<file path="config.mk">
export PLATFORM = sky130hd
export DESIGN_NAME = tcra_divider
export DESIGN_NICKNAME = d
export VERILOG_FILES = /design/src/design/tcra_pkg.sv /design/src/design/tcra_divider.sv
export SDC_FILE = /design/constraint.sdc
export NUM_CORES = 1
export LEC_CHECK = 0
export BUFFER_PORTS_ARGS = -buffer_cell sky130_fd_sc_hd__buf_2
export CORE_MARGIN = 5
export CORE_UTILIZATION = 56
export DETAILED_ROUTE_END_ITERATION = 16
export PLACE_DENSITY = 0.88
export SYNTH_ARGS = -nofsm -noshare
export SYNTH_HDL_FRONTEND = slang
export SYNTH_SLANG_ARGS = --single-unit
</file>
<file path="constraint.sdc">
create_clock -name clk_i -period 3.6 [get_ports clk_i]
set_input_delay 0.18 -clock clk_i [delete_from_list [all_inputs] [get_ports clk_i]]
set_output_delay 0.18 -clock clk_i [all_outputs]
set_load 0.1 [all_outputs]
</file>
<file path="src/design/tcra_pkg.sv">
package tcra_pkg;
  localparam int HistDepth = 128;
  localparam int SlotW = $clog2(HistDepth);
  localparam int CountW = $clog2(HistDepth + 1);
  localparam logic [7:0] WindowReset = 8'd100;
  localparam int SqW = 32;          // x^2+y^2+z^2+w^2 fits in 33 bits
  localparam int NW = 33;
  localparam int QW = 18;           // quotient up to 2^17
  localparam int TotW = 25;
  localparam int DivW = 51;         // dividend and quotient width of the divider

  typedef enum logic [5:0] {
    StIdle = 6'b000001,
    StDiv  = 6'b000010,
    StMul  = 6'b000100,
    StRead = 6'b001000,
    StAvg  = 6'b010000,
    StHold = 6'b100000
  } state_e;
endpackage

</file>
<file path="src/design/tcra_divider.sv">
// Restoring unsigned divider, one quotient bit per cycle.
module tcra_divider import tcra_pkg::*; (
  input  logic            clk_i,
  input  logic            rst_ni,
  input  logic            start_i,
  input  logic [DivW-1:0] dividend_i,
  input  logic [NW-1:0]   divisor_i,
  output logic            done_o,
  output logic [DivW-1:0] quot_o
);
  logic [DivW-1:0] quot_q, quot_d;
  logic [NW:0]   rem_q, rem_d;
  logic [NW-1:0] dvs_q, dvs_d;
  logic [5:0]    cnt_q, cnt_d;
  logic          busy_q, busy_d;
  logic [NW:0]   shifted;
  logic [NW:0]   diff;

  assign shifted = {rem_q[NW-1:0], quot_q[DivW-1]};
  assign diff = shifted - {1'b0, dvs_q};

  always_comb begin
    quot_d = quot_q;
    rem_d = rem_q;
    dvs_d = dvs_q;
    cnt_d = cnt_q;
    busy_d = busy_q;
    done_o = 1'b0;
    if (start_i) begin
      quot_d = dividend_i;
      rem_d = '0;
      dvs_d = divisor_i;
      cnt_d = 6'(DivW);
      busy_d = 1'b1;
    end else if (busy_q) begin
      if (!diff[NW]) begin
        rem_d = diff;
        quot_d = {quot_q[DivW-2:0], 1'b1};
      end else begin
        rem_d = shifted;
        quot_d = {quot_q[DivW-2:0], 1'b0};
      end
      cnt_d = cnt_q - 6'd1;
      if (cnt_q == 6'd1) begin
        busy_d = 1'b0;
        done_o = 1'b1;
      end
    end
  end

  assign quot_o = quot_d;

  always_ff @(posedge clk_i or negedge rst_ni) begin
    if (!rst_ni) begin
      busy_q <= 1'b0;
      cnt_q <= '0;
    end else begin
      busy_q <= busy_d;
      cnt_q <= cnt_d;
    end
  end

  always_ff @(posedge clk_i) begin
    quot_q <= quot_d;
    rem_q <= rem_d;
    dvs_q <= dvs_d;
  end
endmodule

</file>
==> reports/summary.txt <==
status - finished, final reports clean
Slew HR - 0.473
switch share - 0.331
Hold Fails Final Rpt - 0
Mapped Cells - 770
FF-to-FF Start - dvs_q[24]
gr usage total - 0.256
worst-skew pair later-pin latency - 430 ps
leading area contributor after synthesis - dfxtp_1
Post-Syn Area - 0.00693 mm²
Hold Path Depth - 3
Post-synth EDFFs - 33
die area - 0.0147 mm²
Hold WS - 2.25 ps
drt first pass iters - 5
placeable core area - 0.0121 mm²
Synth top cells by count - 109 x nand2_1, 84 x dfxtp_1, 76 x o21ai_0, 61 x mux2i_1, 57 x nor2_1
I/O pins - 139
CTS buffer count - 17
worst IR drop on VDD - 0.000401 V
1st-iter DRT viols - 444
GRT Residual Overflow - 0
WP data required - 3420 ps
Via density - 5.61
uppermost layer routed - met4
dominant cells by area after synthesis - dfxtp_1 24%, edfxtp_1 14%, mux2i_1 8.8%
Tightest Pin Transition - 790 ps
crit path DAT - 3230 ps
row count - 40
Die H - 121 µm
Setup Total Neg Slack - 0 ps
Max-Cap Viols - 0
setup ws final - 189 ps
DR WL/cell - 16.2 µm
count leader, synth - nand2_1
Leak - 4.36 nW
Worst R2R Setup Slack - 440 ps
RSZ-0062 raised after global routing - false
unique cell type count in the Yosys netlist - 68
Yosys top cell area share - 0.243
Clk Tree Root Cell - clkbuf_16
die width - 121 µm
antenna violations before repair - 0
#FFs+latches synth - 124
pre-CTS WS - 514 ps
largest net degree at the start of global routing - 118
share of layout cells above drive strength 1 - 0.202
dominant synthesized flop cell - dfxtp_1
Worst Hold Class - in -> reg
Reg clk slew, reported paths - 60 ps
min-delay src - dividend_i[24]
post-route met1 wirelength - 7460 µm
Max Slew Vio Count - 0
Switch Pwr - 0.00138 W
Tmin final - 3410 ps
H-tree levels - 4
FFs w/ async S/R, synth - 0.0565
critical setup path kind - reg -> out
Reg-to-Reg End - rem_q[17]
clock power share - 0.409
P_int - 0.00279 W
clock tree sinks - 124
DR WL met2 - 9570 µm
Setup Skew - 9.95 ps
Max FO, Critical Path - 7
first-pass GRT wire length - 30200 µm
Area growth syn-to-layout - 29.4%
Final Cycle Share - 0.948
synthesized area per cell - 9.00 µm²
FILL cells - 846
Pwr Density - 465 mW/mm²
DPL Wire Length - 11400 µm
hold path endpoint - quot_q[24]
register area share after synthesis - 0.411
Post-DRT Antenna Nets - 0
placed insts - 1044
initial core utilization - 0.574
Detailed Route WL - 18600 µm
Vias - 6419
Final Setup Violations - 0
vias in the first global route - 6532
R2R depth - 12
CP Capture Type - output pin
Nets - 1086
DRC - 0
Logic pwr share - 0.213
fmax - 0.293 GHz
maximum root-to-sink buffer count - 2
Layout Cells excl Fill - 1145
TritonCTS clock tree - yes
number of I/O port buffers - 138
syn nets - 893
routed wl met3 - 923 µm
placer congestion estimate - 0.956
Reg power frac - 0.378
synth warn - 0
critical path launch point type - flop
power groups by stage:
| stage | Sequential [W] | Combinational [W] | Clock, W |
|---|---|---|---|
| final | 0.00158 | 0.000888 | 0.00170 |
| after global routing | 0.00158 | 0.000942 | 0.00179 |
| after CTS | 0.00157 | 0.000872 | 0.00172 |
| after detailed placement | 0.00160 | 0.000810 | 0 |
| after global placement | 0.00160 | 0.000799 | 0 |
| after floorplan | 0.00159 | 0.000656 | 0 |
worst max-delay path: stages (launching register included):
cell	delay [ps]
edfxtp_1	330
inv_1	50
ha_1	390
nand2_1	180
o21ai_0	360
a22oi_1	150
a32oi_1	310
nor2_1	140
a211oi_4	350
mux2i_1	140
o21ai_2	200
buf_12	200
worst max-delay path by stage:
stage	startpoint	end	slack (ps)	cells past startpoint
finish	dvs_q[24]	quot_o[0]	190	11
global placement	dvs_q[26]	quot_o[0]	650	11
global route	dvs_q[23]	quot_o[0]	10	11
floorplan	busy_q	quot_q[50]	280	4
CTS	dvs_q[26]	quot_o[0]	0.04	11
detailed placement	dvs_q[26]	rem_q[11]	510	11
metal layers:
metal	track usage	vias up
li1	-	3138
met5	0	-
met3	0.0704	57
met1	0.295	3006
met2	0.440	218
met4	0.122	0
stage by stage:
stage                     power [W]   util  instance area, µm²
after detailed placement    0.00241  0.636                7680
after floorplan             0.00225      -                6930
after global routing        0.00432  0.743                8960
after CTS                   0.00416  0.741                8940
final                       0.00417  0.743                8960
after global placement      0.00240  0.636                7680
cell families (layout without fill, tap and decap cells):
logic type / count (synthesis) / in the layout / share of synthesized area
AOI/OAI and AO/OA: 202 / 202 / 0.187
xor gates and xnor gates: 30 / 30 / 0.0379
adders and majority gates: 36 / 36 / 0.0661
buffers and inverters: 91 / 297 / 0.0657
DFF: 124 / 124 / 0.411
muxes: 61 / 61 / 0.0882
other: 0 / 1 / 0
and+or+nand+nor: 226 / 226 / 0.144
state kept, by name, summed over array words and instances (netlist names):
name	count
cnt_q	6
busy_q	1
quot_q	51
rem_q	33
dvs_q	33
cell usage in the layout (no fill, tap or decap), types with 6 or more instances in the layout:
cell type	n
o21ai_0	26
a21o_1	12
a21oi_1	33
dfrtp_1	6
xnor2_1	20
ha_1	35
a311oi_1	12
and3_1	7
nor2_1	57
dlygate4sd3_1	67
o21ai_1	49
edfxtp_1	33
xor2_1	10
a31oi_1	12
buf_4	11
nor2b_1	6
dfxtp_1	84
inv_1	48
buf_2	136
nand3_1	9
mux2i_1	61
nand2_1	109
a211oi_1	13
clkbuf_16	20
nor3_1	13
final cells by class:
type | count | area [µm²] | share of cell area
clock buffer | 21 | 504 | 0.0563
timing repair buffer | 216 | 1470 | 0.165
multi-input combinational | 555 | 3640 | 0.407
antenna | 1 | 2.50 | 0.000279
tap | 168 | 210 | 0.0235
clock inverter | 11 | 90.1 | 0.0101
sequential | 124 | 2850 | 0.318
inverter | 49 | 184 | 0.0205
what timing repair did:
| action | 4_1_cts | 5_1_grt |
|---|---|---|
| setup buffers | 0 | 1 |
| gates resized for setup | 0 | 1 |
| hold buffers | 67 | 0 |
| pin swaps | 1 | 1 |
| endpoints found under the setup margin | 1 | 1 |
| endpoints found under the hold margin | 73 | 0 |
Note: power is estimated with default switching activity, not from simulation.
